**src/rtl/assert_macros.svh**
```systemverilog
// shared assertion macros, clocked on clk_i and disabled while rst_ni is low
`ifndef ASSERT_MACROS_SVH
`define ASSERT_MACROS_SVH

`ifndef SYNTHESIS

`define ASSERT_CLK(lbl, prop, msg) \
  lbl: assert property (@(posedge clk_i) disable iff (!rst_ni) prop) \
    else $error(msg);

`define ASSERT_NEVER(lbl, cond, msg) \
  lbl: assert property (@(posedge clk_i) disable iff (!rst_ni) !(cond)) \
    else $error(msg);

`else

`define ASSERT_CLK(lbl, prop, msg)

`define ASSERT_NEVER(lbl, cond, msg)

`endif

`endif

```
**src/rtl/vac_ram.sv**
```systemverilog
module vac_ram #(
  parameter int Width = 8,
  parameter int Depth = 64
) (
  input  logic                     clk_i,
  input  logic                     we_i,
  input  logic [$clog2(Depth)-1:0] waddr_i,
  input  logic [Width-1:0]         wdata_i,
  input  logic [$clog2(Depth)-1:0] raddr_i,
  output logic [Width-1:0]         rdata_o
);

  logic [Width-1:0] mem_q [Depth];
  logic [Width-1:0] rdata_q;

  always_ff @(posedge clk_i) begin
    if (we_i) begin
      mem_q[waddr_i] <= wdata_i;
    end
    rdata_q <= mem_q[raddr_i];
  end

  assign rdata_o = rdata_q;

endmodule

```
**config.mk**
```make
export PLATFORM = sky130hd
export DESIGN_NAME = vac_ram
export DESIGN_NICKNAME = d
export VERILOG_FILES = /design/src/rtl/assert_macros.svh /design/src/rtl/vac_ram.sv
export SDC_FILE = /design/constraint.sdc
export NUM_CORES = 1
export LEC_CHECK = 0
export ABC_CLOCK_PERIOD_IN_PS = 1690
export BUFFER_PORTS_ARGS = -buffer_cell sky130_fd_sc_hd__buf_2
export CORE_ASPECT_RATIO = 0.75
export CORE_MARGIN = 3
export CORE_UTILIZATION = 56
export DETAILED_ROUTE_END_ITERATION = 7
export GPL_TIMING_DRIVEN = 1
export PLACE_DENSITY = 0.72
export SETUP_SLACK_MARGIN = 0.02
export SLEW_MARGIN = 20
export SYNTH_ARGS = -nofsm -noshare
export SYNTH_HDL_FRONTEND = slang
export SYNTH_SLANG_ARGS = --single-unit
```
**constraint.sdc**
```tcl
create_clock -name clk_i -period 1.69 [get_ports clk_i]
set_input_delay 0.0845 -clock clk_i [delete_from_list [all_inputs] [get_ports clk_i]]
set_output_delay 0.0845 -clock clk_i [all_outputs]
set_load 0.03 [all_outputs]
```
# Word level (Yosys, flattened, before mapping)
# Memories as Yosys holds them, arrays and structs flattened. A register that Yosys moved wholly into a read port is not among the register bits.
# Cells that the tools add are included.
[totals] regBits=0 ramBits=512 inputBits=22 output_inout_bits=8 n_memories=1
[classes] muxes=2
[memory_table] name="mem_q" depth=64 word_bits=8 rd=1 rd_clocked_by_memory_dff=1 write_ports=1 line="vac_ram.sv:13" source="logic [Width-1:0] mem_q [Depth];"
[ops] operator="1-bit 2-to-1 mux" n=2

# Depth between registers and ports, before layout
[depth] ltp_word=2 mapped_depth=9 ltp_nobuf=5

# Worst setup path before layout
# Ideal clock, no wire load.
[synth_path] kind="input -> register" from="in raddr_i[1]" to="reg rdata_q[3], in the netlist rdata_o[3], read port of mem_q" t_arrival_ps=1624 required_ps=1562 setup_slack_ps=-62 path_stages=7 path_cell_list="buf_4 buf_2 buf_2 mux4_2 mux4_2 o21ai_1 o41ai_1"
[synth_rtl] item="from (decl)" line="vac_ram.sv:9" source="input logic [$clog2(Depth)-1:0] raddr_i,"
[synth_rtl] item="to (decl)" line="vac_ram.sv:14" source="logic [Width-1:0] rdata_q;"

==> reports/results.ini <==
[run_status]
status = finished with violations
violations = setup timing

[sta]
timing.hold.ws_ns = 0.0132
final.setup.worst_slack_ns = -0.208
grt_setup_unrepaired = true
final-setup-viol-count = 7
hold_violations = 0
fmax_ghz = 0.527
period_needed_ns = 1.90
setup-tns-final_ns = -0.818
worstMarginPinSlew_ns = 0.716
clock_skew_ns = 0.0230
drv_slew = 0
max_slew_margin_pct = 52.3
finalCritPeriodShare_pct = 112

[yosys]
synth_top_area_share_pct = 76.2
async_reset_ff_share_pct = 0
synthMuxAreaShare_pct = 15.9
synth_fa_ha_area_share_pct = 0
synth_area_um2 = 20200
synth_flop_cell = edfxtp_1
synthSimpleGateAreaFrac_pct = 3.39
synth_compound_area_share_pct = 2.07
avgSynthCellArea_um2 = 21.5
synth-warning-count = 0
synth_top_family_by_area = multiplexers
postSynthCellCount = 940
synth_edf_count = 512
yosys.cell_types.count = 40
synth_nets = 962
synth_area_leaders = edfxtp_1 (76%), mux4_2 (14%), nor2_1 (1.5%)
ys_seq_area_share_pct = 77.0
ys_ff_latch = 520
synth-xor-area-share_pct = 0
yosys.area.top_type = edfxtp_1

[cts]
h-tree-depth = 2
cts_buffers = 48
clock_latency_ns = 0.57
cts.clk_slew.worst_paths_ns = 0.06
root_buffer = clkbuf_16
cts_tree = done
clock_sinks = 520
clk_path_buf_depth = 3

[final_layout]
final_cell_count_no_fill = 1617
layout_common_cells = edfxtp_1 (512), buf_4 (147), mux4_2 (126)
nets = 1146
layout_commonest_cell = edfxtp_1
final_core_util_pct = 67.3
drive_gt1_share_pct = 34.8
fin_area_um2 = 23600
area_delta_synth_final_pct = 17.0
diodes = 0

[power]
finalPower_mw = 26.5
ir_worst_vdd_v = 0.000993
power_density_nw_per_um2 = 1120
p_leak_nw = 7.72

[floorplanning]
num_io_pins = 30
core_um2 = 35100
die_w_um = 225
start_util_pct = 57.5
die_height_um = 170
num_rows = 59
dieArea_um2 = 38300

[place]
dp_hpwl_um = 28500
dpl.cell_count = 1527
place.gp.congestion = 0.840
dp_slack_ns = -0.344
placed_area_um2 = 21900
io_buffer_count = 29

[routing]
wl_um = 45200
firstDrtPassIters = 5
drt_iter0_drc = 1126
via_count = 10200
ant_nets = 0
drcViolationCount = 0
vias_per_cell = 6.30
detail_route.wl_per_cell_um = 27.9

[worst_setup_path]
crit_fanout = 1
cp-end-kind = register
arrival_ns = 2.35
start_kind = register
required_ns = 2.14
path_class = reg -> reg

[job]
max-cap-violations = 0

[global_route]
grt_pass1_vias = 10400
grt_usage_pct = 24.4
antenna_found_initial = 3
gr-total-overflow = 0
grt_start_max_net_pins = 65
grt_pass1_wl_um = 67900

[min_path]
hold_class = in -> reg

## layout make-up
| type | instances | area, um^2 |
|---|---|---|
| fill | 2172 | 11500 |
| timing repair buffer | 185 | 1500 |
| tap | 457 | 572 |
| clock buffer | 59 | 1280 |
| sequential | 520 | 15500 |
| multi-input combinational | 369 | 4440 |
| clock inverter | 27 | 259 |
## flip-flops by register name, indices dropped and copies added, names as in the netlist
register and count:
mem_q 512, rdata_o 8
## path summary, 6_finish.rpt
check	start	end	slack [ns]	cells after the start
worst max-delay path	mem_q[11][0]$_DFFE_PP_	rdata_o[0]$_DFF_P_	-0.21	5
worst min-delay path	wdata_i[1]	mem_q[5][1]$_DFFE_PP_	0.01	1
worst max register to register	mem_q[11][0]$_DFFE_PP_	rdata_o[0]$_DFF_P_	-0.21	5
worst min register to register	mem_q[31][4]$_DFFE_PP_	rdata_o[4]$_DFF_P_	0.83	3
## cell families (layout without fill, tap and decap cells)
kind of cell	count (synthesis)	count (layout)
AO/OA/AOI/OAI	54	54
buffers and inverters	51	271
flip-flops	520	520
multiplexers	162	162
AND/OR/NAND/NOR	153	153
## critical path: stages (launching register included)
cell	delay, ns
edfxtp_1	0.41
mux4_2	0.52
mux4_2	0.54
nor2_4	0.12
nor3_2	0.05
o2bb2ai_1	0.12
## routing by layer
metal  global-route usage, %  wire length (um)  vias up
met5                       0                41        -
met4                    6.18              1060        6
met3                    6.47              4860       86
met2                    36.2             20300      520
met1                    37.1             18900     5284
li1                        -                 -     4291
## Yosys cell counts, drive strengths merged, types with 3 or more instances
cell     instances
o2111ai          3
o22ai            8
nor2b           14
edfxtp         512
mux2            13
o221ai           8
nand2b           7
buf             34
o21ai            4
a21oi            3
clkbuf          17
o2bb2ai          3
a22oi            3
nand3           13
dfxtp            8
a211oi           4
mux4           126
nand3b           3
mux2i           23
nor3             7
nor2            83
a221oi           6
nand2           19
## report_power, final
group	leakage, nW	internal (mW)	switching [mW]	total (mW)
clock	0.755	6.14	4.47	10.6
sequential	4.67	14.3	0.0443	14.3
combinational	2.29	0.646	0.911	1.56
## timing repair
item / CTS / global route
setup endpoints to repair: 8 / 8
pin swaps: 1 / 7
endpoints found under the hold margin: 4 / 0
gates resized for setup: 20 / 6
hold buffers: 4 / 0
buffers inserted: 0 / 0
Power figures use the tool's default switching activity.
