File: config.mk
export PLATFORM = sky130hd
export DESIGN_NAME = vac_div
export DESIGN_NICKNAME = d
export VERILOG_FILES = /design/src/rtl/vac_pkg.sv /design/src/rtl/vac_div.sv
export VERILOG_INCLUDE_DIRS = /design/src /design/src/rtl
export SDC_FILE = /design/constraint.sdc
export NUM_CORES = 1
export LEC_CHECK = 0
export BUFFER_PORTS_ARGS = -buffer_cell sky130_fd_sc_hd__buf_2
export CORE_MARGIN = 1
export CORE_UTILIZATION = 55
export DETAILED_ROUTE_END_ITERATION = 16
export PLACE_DENSITY_LB_ADDON = 0.08
export SLEW_MARGIN = 20
export SYNTH_ARGS = -nofsm -noshare
export SYNTH_HDL_FRONTEND = slang
export SYNTH_SLANG_ARGS = --single-unit
File: constraint.sdc
create_clock -name clk_i -period 5.1 [get_ports clk_i]
set_input_delay 1.02 -clock clk_i [delete_from_list [all_inputs] [get_ports clk_i]]
set_output_delay 1.02 -clock clk_i [all_outputs]
set_load 0.01 [all_outputs]
File: src/rtl/assert_macros.svh
// shared assertion macros, clocked on clk_i and disabled while rst_ni is low
`ifndef ASSERT_MACROS_SVH
`define ASSERT_MACROS_SVH

`ifndef SYNTHESIS

`define ASSERT_CLK(lbl, prop, msg) \
  lbl: assert property (@(posedge clk_i) disable iff (!rst_ni) prop) \
    else $error(msg);

`define ASSERT_NEVER(lbl, cond, msg) \
  lbl: assert property (@(posedge clk_i) disable iff (!rst_ni) !(cond)) \
    else $error(msg);

`else

`define ASSERT_CLK(lbl, prop, msg)

`define ASSERT_NEVER(lbl, cond, msg)

`endif

`endif

File: src/rtl/vac_pkg.sv
package vac_pkg;

  localparam int MaxLag       = 64;
  localparam int MaxParticles = 256;
  localparam int VelW         = 24;

  localparam int LagW    = $clog2(MaxLag);
  localparam int PosW    = $clog2(MaxParticles);
  localparam int HistAw  = LagW + PosW;
  localparam int HistW   = 3 * VelW;
  localparam int HistDepth = MaxLag * MaxParticles;
  localparam int ProdW   = 2 * VelW;
  localparam int DotW    = ProdW + 2;
  localparam int SumW    = 64;
  localparam int CntW    = 16;
  localparam int PcW     = 9;
  localparam int FrameW  = 16;
  localparam int LagSelW = 6;
  localparam int DivW    = PcW + CntW;
  localparam int CfgW    = 16;
  localparam int CfgIdxW = 1;

  localparam logic [CntW-1:0] CntMax = {CntW{1'b1}};

  // register indexes of the configuration port
  localparam logic [CfgIdxW-1:0] CfgParticleCount = 1'd0;
  localparam logic [CfgIdxW-1:0] CfgFirstOrigin   = 1'd1;

  // operation codes
  localparam logic OpSample = 1'b0;
  localparam logic OpRead   = 1'b1;

  // one lag entering the multiply-accumulate pipeline
  typedef struct packed {
    logic            act;
    logic [LagW-1:0] lag;
    logic            ok;
    logic            eof;
    logic            vld;
  } mac_tag_t;

  // write-back of one lag's sum and origin count
  typedef struct packed {
    logic                   we;
    logic [LagW-1:0]        lag;
    logic signed [SumW-1:0] sum;
    logic [CntW-1:0]        cnt;
  } mac_wr_t;

endpackage

File: src/rtl/vac_div.sv
`include "assert_macros.svh"

module vac_div (
  input  logic                            clk_i,
  input  logic                            rst_ni,
  input  logic                            start_i,
  input  logic signed [vac_pkg::SumW-1:0] dividend_i,
  input  logic [vac_pkg::DivW-1:0]        divisor_i,
  output logic signed [vac_pkg::SumW-1:0] quotient_o,
  output logic                            done_o,
  output logic                            busy_o
);

  localparam int StepW = $clog2(vac_pkg::SumW);
  localparam logic [StepW-1:0] StepLast = StepW'(vac_pkg::SumW - 1);

  logic                        busy_q, done_q, neg_q;
  logic [StepW-1:0]            step_q;
  logic [vac_pkg::SumW-1:0]    quo_q, mag;
  logic [vac_pkg::DivW-1:0]    rem_q, dsr_q;
  logic [vac_pkg::DivW:0]      rem_sh, diff;
  logic                        ge;

  assign mag    = dividend_i[vac_pkg::SumW-1] ? vac_pkg::SumW'(-dividend_i)
                                              : vac_pkg::SumW'(dividend_i);
  assign rem_sh = {rem_q, quo_q[vac_pkg::SumW-1]};
  assign diff   = rem_sh - {1'b0, dsr_q};
  assign ge     = !diff[vac_pkg::DivW];

  always_ff @(posedge clk_i or negedge rst_ni) begin
    if (!rst_ni) begin
      busy_q <= 1'b0;
      done_q <= 1'b0;
      step_q <= '0;
    end else begin
      done_q <= 1'b0;
      if (start_i) begin
        busy_q <= 1'b1;
        step_q <= '0;
      end else if (busy_q) begin
        step_q <= step_q + StepW'(1);
        if (step_q == StepLast) begin
          busy_q <= 1'b0;
          done_q <= 1'b1;
        end
      end
    end
  end

  // restoring division on magnitudes, one quotient bit per cycle
  always_ff @(posedge clk_i) begin
    if (start_i) begin
      neg_q <= dividend_i[vac_pkg::SumW-1];
      quo_q <= mag;
      rem_q <= '0;
      dsr_q <= divisor_i;
    end else if (busy_q) begin
      rem_q <= ge ? diff[vac_pkg::DivW-1:0] : rem_sh[vac_pkg::DivW-1:0];
      quo_q <= {quo_q[vac_pkg::SumW-2:0], ge};
    end
  end

  assign quotient_o = neg_q ? vac_pkg::SumW'(-quo_q) : vac_pkg::SumW'(quo_q);
  assign done_o     = done_q;
  assign busy_o     = busy_q;

  `ASSERT_NEVER(a_start_while_busy, start_i && busy_q, "divider restarted while busy")
  `ASSERT_CLK(a_done_after_busy, done_q |-> $past(busy_q), "done without a running division")

endmodule

=== Word level (Yosys, flattened, before mapping) ===
Index checks and enable logic that the tools add are counted.

* Flip-flop bits (word level): 123
* Bits of input ports: 92
* Output and inout bits: 66
* Word-level logic and storage cells: 27

* Add/sub/neg operators: 4
* Equality and inequality tests: 1
* Mux-type cells: 13
* Reductions and logical operators: 2

{| class="wikitable"
|+ Operators by type and width
! operator !! count
|-
| $mux W64 || 4
|-
| $neg A64 Y64 || 2
|-
| $sub A26 B25 Y26 || 1
|-
| $mux W25 || 1
|-
| $mux W6 || 2
|-
| $add A6 B1 Y6 const B || 1
|-
| $eq A6 B6 Y1 const B || 1
|-
| $mux W1 || 6
|-
| $reduce_bool A2 Y1 || 1
|-
| $logic_not A1 Y1 || 1
|}

=== Longest topological paths before layout ===
Gate-level depths: netlist of run 1.

* Depth after elaboration: 4
* Mapped depth: 14
* Depth with buffers taken out: 12

=== Worst setup path before layout of run 1 ===
OpenSTA, ideal clock, no wires.

* Path kind: register to output
* Start point: register quo_q[31] (netlist bit)
* End point: output quotient_o[58] (netlist bit)
* Data arrival time: 3.746 ns
* Data required time: 4.080 ns
* Path slack: 0.334 ns
* Cell stages (with the launch flop): 10
* Path buffers: 0
* Path through: edfxtp_1 or4_4 or4_4 or3_4 or3_4 or4_4 or4_4 or3_4 o31ai_4 xnor2_1

* Cells in the longest elaborated chain, start to end: 2

{| class="wikitable"
|+ Ends and longest elaborated chain
! what !! line !! source
|-
| from (decl) || vac_div.sv:19 || <nowiki>logic [vac_pkg::SumW-1:0] quo_q, mag;</nowiki>
|-
| from (signal assigned) || vac_div.sv:54 || <nowiki>quo_q <= mag;</nowiki>
|-
| from (signal assigned) || vac_div.sv:59 || <nowiki>quo_q <= {quo_q[vac_pkg::SumW-2:0], ge};</nowiki>
|-
| $neg A64 Y64 || vac_div.sv:63 || <nowiki>assign quotient_o = neg_q ? vac_pkg::SumW'(-quo_q) : vac_pkg::SumW'(quo_q);</nowiki>
|-
| $mux W64 || vac_div.sv:63 ||
|-
| to (decl) || vac_div.sv:9 || <nowiki>output logic signed [vac_pkg::SumW-1:0] quotient_o,</nowiki>
|}

Every way passes these cells.

=== Final worst setup path of run 1 ===
* Start point: register quo_q[28] (netlist bit)
* End point: output quotient_o[63] (netlist bit)

Same word-level chain as after synthesis.

==> results of run 1 <==
-- how the worst min path moves through the flow --
| stage | start | to | cells after the start |
|---|---|---|---|
| floorplan | rem_q[19] | rem_q[20] | 2 |
| global placement | rem_q[23] | rem_q[24] | 2 |
| detailed placement | rem_q[6] | rem_q[7] | 2 |
| CTS | rst_ni | step_q[0] | 1 |
| global route | rst_ni | step_q[1] | 1 |
| finish | rst_ni | step_q[1] | 1 |
-- stage by stage --
step | utilization (%) | hold slack [ns] | area (um2) | setup TNS (ns)
floorplan | - | 0.472 | 8960 | 0
global placement | 62.8 | 0.490 | 9970 | 0
detailed placement | 62.8 | 0.493 | 9970 | 0
CTS | 67.6 | 0.422 | 10700 | -1.86
global route | 68.0 | 0.426 | 10800 | -1.70
finish | 68.0 | 0.430 | 10800 | -0.913
-- worst register-to-register path: stages (launching register included) --
cell and delay (ns):
edfxtp_1 0.41, inv_1 0.06, ha_1 0.22, nor2b_1 0.16, o2111a_1 0.22, o21ai_0 0.21, o211a_1 0.30, or2_2 0.34
o21a_1 0.26, o211a_1 0.49, or3b_2 0.56, a311oi_1 0.25
-- routing by layer --
metal  up-vias  track usage (%)  routed length (um)
met5         -                0                   0
li1       4014                -                   -
met1      3764             37.7               10400
met3        29             4.50                1320
met4         0             7.52                 342
met2       282             44.5               10600
-- registers in the layout, indices dropped and copies added, names as in the netlist --
name	count
step_q	6
neg_q	1
dsr_q	25
busy_o	1
done_o	1
quo_q	64
rem_q	25
-- power by group --
group	leakage [nW]	switching [W]	internal [W]
registers	1.22	0.000152	0.00124
clock network	0.313	0.000445	0.000796
logic	2.81	0.000776	0.000582
-- final cells by class --
class / instances / area [um2] / area share, %
clock buffers: 24 / 546 / 5.05
clock inverters: 8 / 72.6 / 0.672
inverters: 39 / 146 / 1.36
multi-input cells: 798 / 5350 / 49.5
flip-flops and latches: 123 / 3400 / 31.5
well taps: 216 / 270 / 2.50
repair buffers: 184 / 1010 / 9.36
-- layout by cell type (no fill, tap or decap), drive strengths merged, types with 3 or more instances in the layout --
master  count
or2         6
o31a        3
a311o       3
a21o        8
o41ai      23
nand4      11
o21a        9
nor2b       5
o21ai      56
mux2       12
o31ai      36
and3        3
a311oi     20
nor4       10
dfrtp       8
xor2       69
ha         28
buf       184
clkbuf     24
nand2     107
nor4b       3
or4        23
xnor2      75
or3        31
nand2b     16
mux2i       4
inv        41
o211ai      3
nor3       18
dfxtp      25
a21oi      75
nor2      104
nand3      14
edfxtp     90
clkinv      5
-- logic make-up (layout without fill, tap and decap cells) --
family / count (synthesis) / count (layout)
AND/OR/NAND/NOR: 358 / 358
AO/OA/AOI/OAI: 251 / 251
XOR/XNOR: 144 / 144
flip-flops: 123 / 123
buffers and inverters: 86 / 255
adder cells (fa/ha/maj): 29 / 29
multiplexers: 16 / 16
-- timing repair --
action,4_1_cts,5_1_grt
gates resized for setup,12,11
hold endpoints to repair,0,0
buffers inserted,9,2
setup endpoints to repair,10,13
hold buffers,0,0
pin swaps,11,5
==> reports/metrics.yaml, run 1 <==
status: "complete, but fails checks"
failed_checks: "negative setup slack"
wl_mm: 22.6
maxCapViolCount: 0
synthFlopType: "edfxtp_1"
preCtsSetupSlack_ns: 0.0830
synth.area.mux_share_pct: 1.96
crit_end: "quotient_o[63]"
drt.antenna.violating_nets: 0
r2r_setup_slack_ns: 1.51
power_density_nw_per_um2: 370
critical_path_required_ns: 4.08
viasPerCell: 5.81
synth_seq_cells: 123
first_pass_iters: 5
cts_tree: "yes"
cp-end-kind: "output port"
crit_start: "quo_q[28]"
clock_latency_ns: 0.42
vias: 8089
synth_compound_area_share_pct: 18.5
worstPathMaxFanout: 5
fp-row-count: 46
ir_worst_vdd_v: 0.000268
synth.top_cell.area_share_pct: 30.2
fin_skew_ns: 0.00997
critPathLaunchType: "flop"
cts.sinks: 123
yosysMostFrequentCell: "nand2_1"
timing.slew.headroom_pct: 29.9
hold_path_class: "input pin to async pin"
worstReg2RegEnd: "rem_q[5]"
crit_arrival_ns: 4.26
cp_top_family: "simple AND/OR/NAND/NOR gates"
postSynthCellCount: 1007
critical_path.most_common_cell: "or3_4"
critical_path_depth: 10
synth_area_per_cell_um2: 8.90
synth_area_leader_cell: "edfxtp_1"
wl_per_cell_um: 16.2
synthSimpleGateAreaFrac_pct: 19.7
antenna_found_initial: 0
synth_area_leaders: "edfxtp_1 (30%), xnor2_1 (7.3%), xor2_1 (6.7%)"
slew_viol_final: 0
crit_chain: "or4_4 -> or4_4 -> or3_4 -> or3_4 -> or3_4 -> or4_4 -> or3_4 -> o41ai_4 -> xnor2_1 -> buf_2"
worstMarginPinSlew_ns: 1.05
fp.dieH_um: 130
start_util_pct: 56.4
grt_max_degree: 176
core_um2: 15900
dp_hpwl_mm: 16.0
fin_ws_ns: -0.175
clk_path_buf_depth: 2
dp.cells: 1349
drcViolationCount: 0
n_fill_cell: 1326
synth_area_um2: 8960
synth_commonest_cells: "nand2_1 (107), nor2_1 (104), edfxtp_1 (90)"
crit_type: "flop to output port"
ys_seq_area_share_pct: 38.0
layout.nets: 1284
synth-edff-count: 90
grt_pass1_wl_mm: 35.8
grt_pass1_vias: 7196
fp.dieW_um: 130
hold_viol: 0
path_clk_slew_ns: 0.06
diodes: 0
synth_nets: 1128
r2r_start: "quo_q[63]"
critPathBufInv: 1
synthAdderAreaFrac_pct: 4.13
synth.distinct_cells: 58
yosysWarnings: 0
drive_above_1_share_pct: 22.3
ioPinCount: 158
numCtsBuffers: 17
drt_iter0_drc: 622
htree_levels: 4
rsz0062_at_grt: "yes"
stdcell_count: 1392
min_period_ns: 5.28
power.total_w: 0.00399
cp_slowest_cell: "or4_4"
gp_congestion: 0.910
dieArea_um2: 16800
synth_xor_area_share_pct: 14.1
critPathMaxStageDelay_ns: 0.56
max_freq_mhz: 190
power.leakage_nw: 4.34
grtUsageTotal_pct: 27.4
async_flop_share_pct: 6.50
io_buffers: 157
grt-ovfl-total: 0
finalCritPeriodShare_pct: 103
setup_viol: 9
area_delta_synth_final_pct: 20.5
cts_root_buf: "clkbuf_16"
rr_worst_depth: 11
synth_top_family_by_area: "simple AND/OR/NAND/NOR gates"
(Power assumes the default switching activity.)
==> inputs of run 2 (changes only) <==
--- a/config.mk
+++ b/config.mk
@@ -7,6 +7,7 @@
 export NUM_CORES = 1
 export LEC_CHECK = 0
 export BUFFER_PORTS_ARGS = -buffer_cell sky130_fd_sc_hd__buf_2
+export CAP_MARGIN = 30
 export CORE_MARGIN = 1
 export CORE_UTILIZATION = 55
 export DETAILED_ROUTE_END_ITERATION = 16
==> constraint.sdc (replaced) <==
create_clock -name clk_i -period 5.1 [get_ports clk_i]
set_input_delay 1.53 -clock clk_i [delete_from_list [all_inputs] [get_ports clk_i]]
set_output_delay 1.53 -clock clk_i [all_outputs]
set_load 0.01 [all_outputs]
==> reports/metrics.yaml, run 2 (synthesis gave the netlist of run 1 again) <==
wl_per_cell_um: 16.0  # was 16.2 um
status: "complete, but fails checks"  # unchanged
setup_viol: 16  # was 9
fp.dieW_um: 130  # unchanged
cp-end-kind: "output port"  # unchanged
n_fill_cell: 1301  # was 1326
multi_input_area_um2: 5410  # was 5350 um2
power_density_nw_per_um2: 354  # was 370 nW/um2
drt_iter0_drc: 710  # was 622
max_freq_mhz: 171  # was 190 MHz
placed_cell_area_um2: 10300  # was 9970 um2
drt.antenna.violating_nets: 0  # unchanged
rr_worst_depth: 12  # was 11
worstMarginPinSlew_ns: 0.774  # was 1.05 ns
vias: 8205  # was 8089
hold_path_depth: 2
cts.sinks: 123  # unchanged
gp_congestion: 0.853  # was 0.910
wl_mm: 22.9  # was 22.6 mm
clk_path_buf_depth: 2  # unchanged
top_regs: "quo_q x64, dsr_q x25, rem_q x25"  # unchanged
final_common_cell: "buf_2"  # unchanged
critical_path_required_ns: 3.57  # was 4.08 ns
max_flop_register: "quo_q"  # unchanged
antenna_found_initial: 0  # unchanged
ioPinCount: 158  # unchanged
grt_pass1_wl_mm: 36.0  # was 35.8 mm
maxCapViolCount: 0  # unchanged
worstPathMaxFanout: 4  # was 5
fp-row-count: 46  # unchanged
drive_above_1_share_pct: 24.3  # was 22.3%
grtUsageTotal_pct: 27.6  # was 27.4%
fin_skew_ns: 0.00761  # was 0.00997 ns
hold_ws_ns: 0.500  # was 0.430 ns
crit_type: "flop to output port"  # unchanged
htree_levels: 4  # unchanged
preCtsSetupSlack_ns: -0.331  # was 0.0830 ns
numCtsBuffers: 17  # unchanged
grt_max_degree: 176  # unchanged
layout_common_cells: "buf_2 (156), nor2_1 (104), nand2_1 (103)"  # was buf_2 (156), nor2_1 (104), nand2_1 (104)
clock_latency_ns: 0.42  # about the same
cts_root_buf: "clkbuf_16"  # unchanged
path_clk_slew_ns: 0.05  # was 0.06 ns
slew_viol_final: 0  # unchanged
grt_pass1_vias: 7345  # was 7196
power.leakage_nw: 4.50  # was 4.34 nW
ir_worst_vdd_v: 0.000261  # was 0.000268 V
viasPerCell: 5.75  # was 5.81
fin_ws_ns: -0.762  # was -0.175 ns
regArea_um2: 3400  # unchanged
failed_checks: "negative setup slack"  # unchanged
core_um2: 15900  # unchanged
first_pass_iters: 5  # unchanged
hold_path_class: "flop to flop"  # was input pin to async pin
cts_tree: "yes"  # unchanged
io_buffers: 157  # unchanged
diodes: 0  # unchanged
grt-ovfl-total: 0  # unchanged
hold_viol: 0  # unchanged
dp_hpwl_mm: 16.5  # was 16.0 mm
min_period_ns: 5.86  # was 5.28 ns
start_util_pct: 56.4  # unchanged
critPathLaunchType: "flop"  # unchanged
timing.slew.headroom_pct: 48.4  # was 29.9%
drcViolationCount: 0  # unchanged
fp.dieH_um: 130  # unchanged
finalCritPeriodShare_pct: 115  # was 103%
largest_reg_flops: 64  # unchanged
area_delta_synth_final_pct: 23.7  # was 20.5%
rsz0062_at_grt: "yes"  # unchanged
final_cell_area_um2: 11100  # was 10800 um2
crit_arrival_ns: 4.33  # was 4.26 ns
layout.nets: 1318  # was 1284
power.total_w: 0.00393  # was 0.00399 W
dieArea_um2: 16800  # unchanged
-- run 2: area by class of cell --
class / instances / area share [%]
multi-input cells: 798 / 48.8
clock buffers: 26 / 4.71
inverters: 39 / 1.32
flip-flops and latches: 123 / 30.7
well taps: 216 / 2.44
repair buffers: 218 / 11.7
clock inverters: 6 / 0.294
-- run 2: layer usage --
metal  share of wire, %  track usage [%]  routed length (um)
met3                6.5             3.88                1480
met1                 44             36.4               10000
met4                1.7             9.71                 378
met5                  0                0                   0
met2                 48             46.4               10900
-- run 2: stage by stage --
step,instances,utilization [%],setup TNS (ns)
floorplan,1007,-,-0.609
global placement,1387,64.9,-1.78
detailed placement,1388,65.0,-2.28
CTS,1422,69.2,-7.92
global route,1426,69.8,-9.69
finish,1426,69.8,-8.17
-- run 2: final timing paths --
path	end	from	slack, ns
worst max-delay path	quotient_o[58]	quo_q[31]	-0.76
worst min-delay path	rem_q[24]	rem_q[23]	0.50
worst max register to register	rem_q[5]	dsr_q[1]	1.49
worst min register to register	rem_q[24]	rem_q[23]	0.50
max in group asynchronous	step_q[4]	rst_ni	3.97
min in group asynchronous	step_q[2]	rst_ni	0.95
-- run 2: critical path: stages (launching register included) --
cell,delay (ns)
edfxtp_1,0.39
or4_4,0.56
or4_4,0.43
or3_4,0.36
or3_4,0.38
or4_4,0.44
or4_4,0.46
or3_4,0.42
o31ai_4,0.21
xnor2_2,0.13
buf_2,0.14
-- run 2: where the power goes --
part | switching, W | internal (W) | leakage, nW | total [W]
Clock | 0.000425 | 0.000702 | 0.279 | 0.00113
Combinational | 0.000808 | 0.000622 | 3.00 | 0.00143
Sequential | 0.000132 | 0.00124 | 1.22 | 0.00137
Total | 0.00136 | 0.00256 | 4.50 | 0.00393
-- run 2: timing repair --
action | in CTS | in global routing
setup endpoints to repair | 18 | 19
resized for setup | 19 | 10
hold buffers | 0 | 0
buffers inserted | 2 | 5
pin swaps | 4 | 16
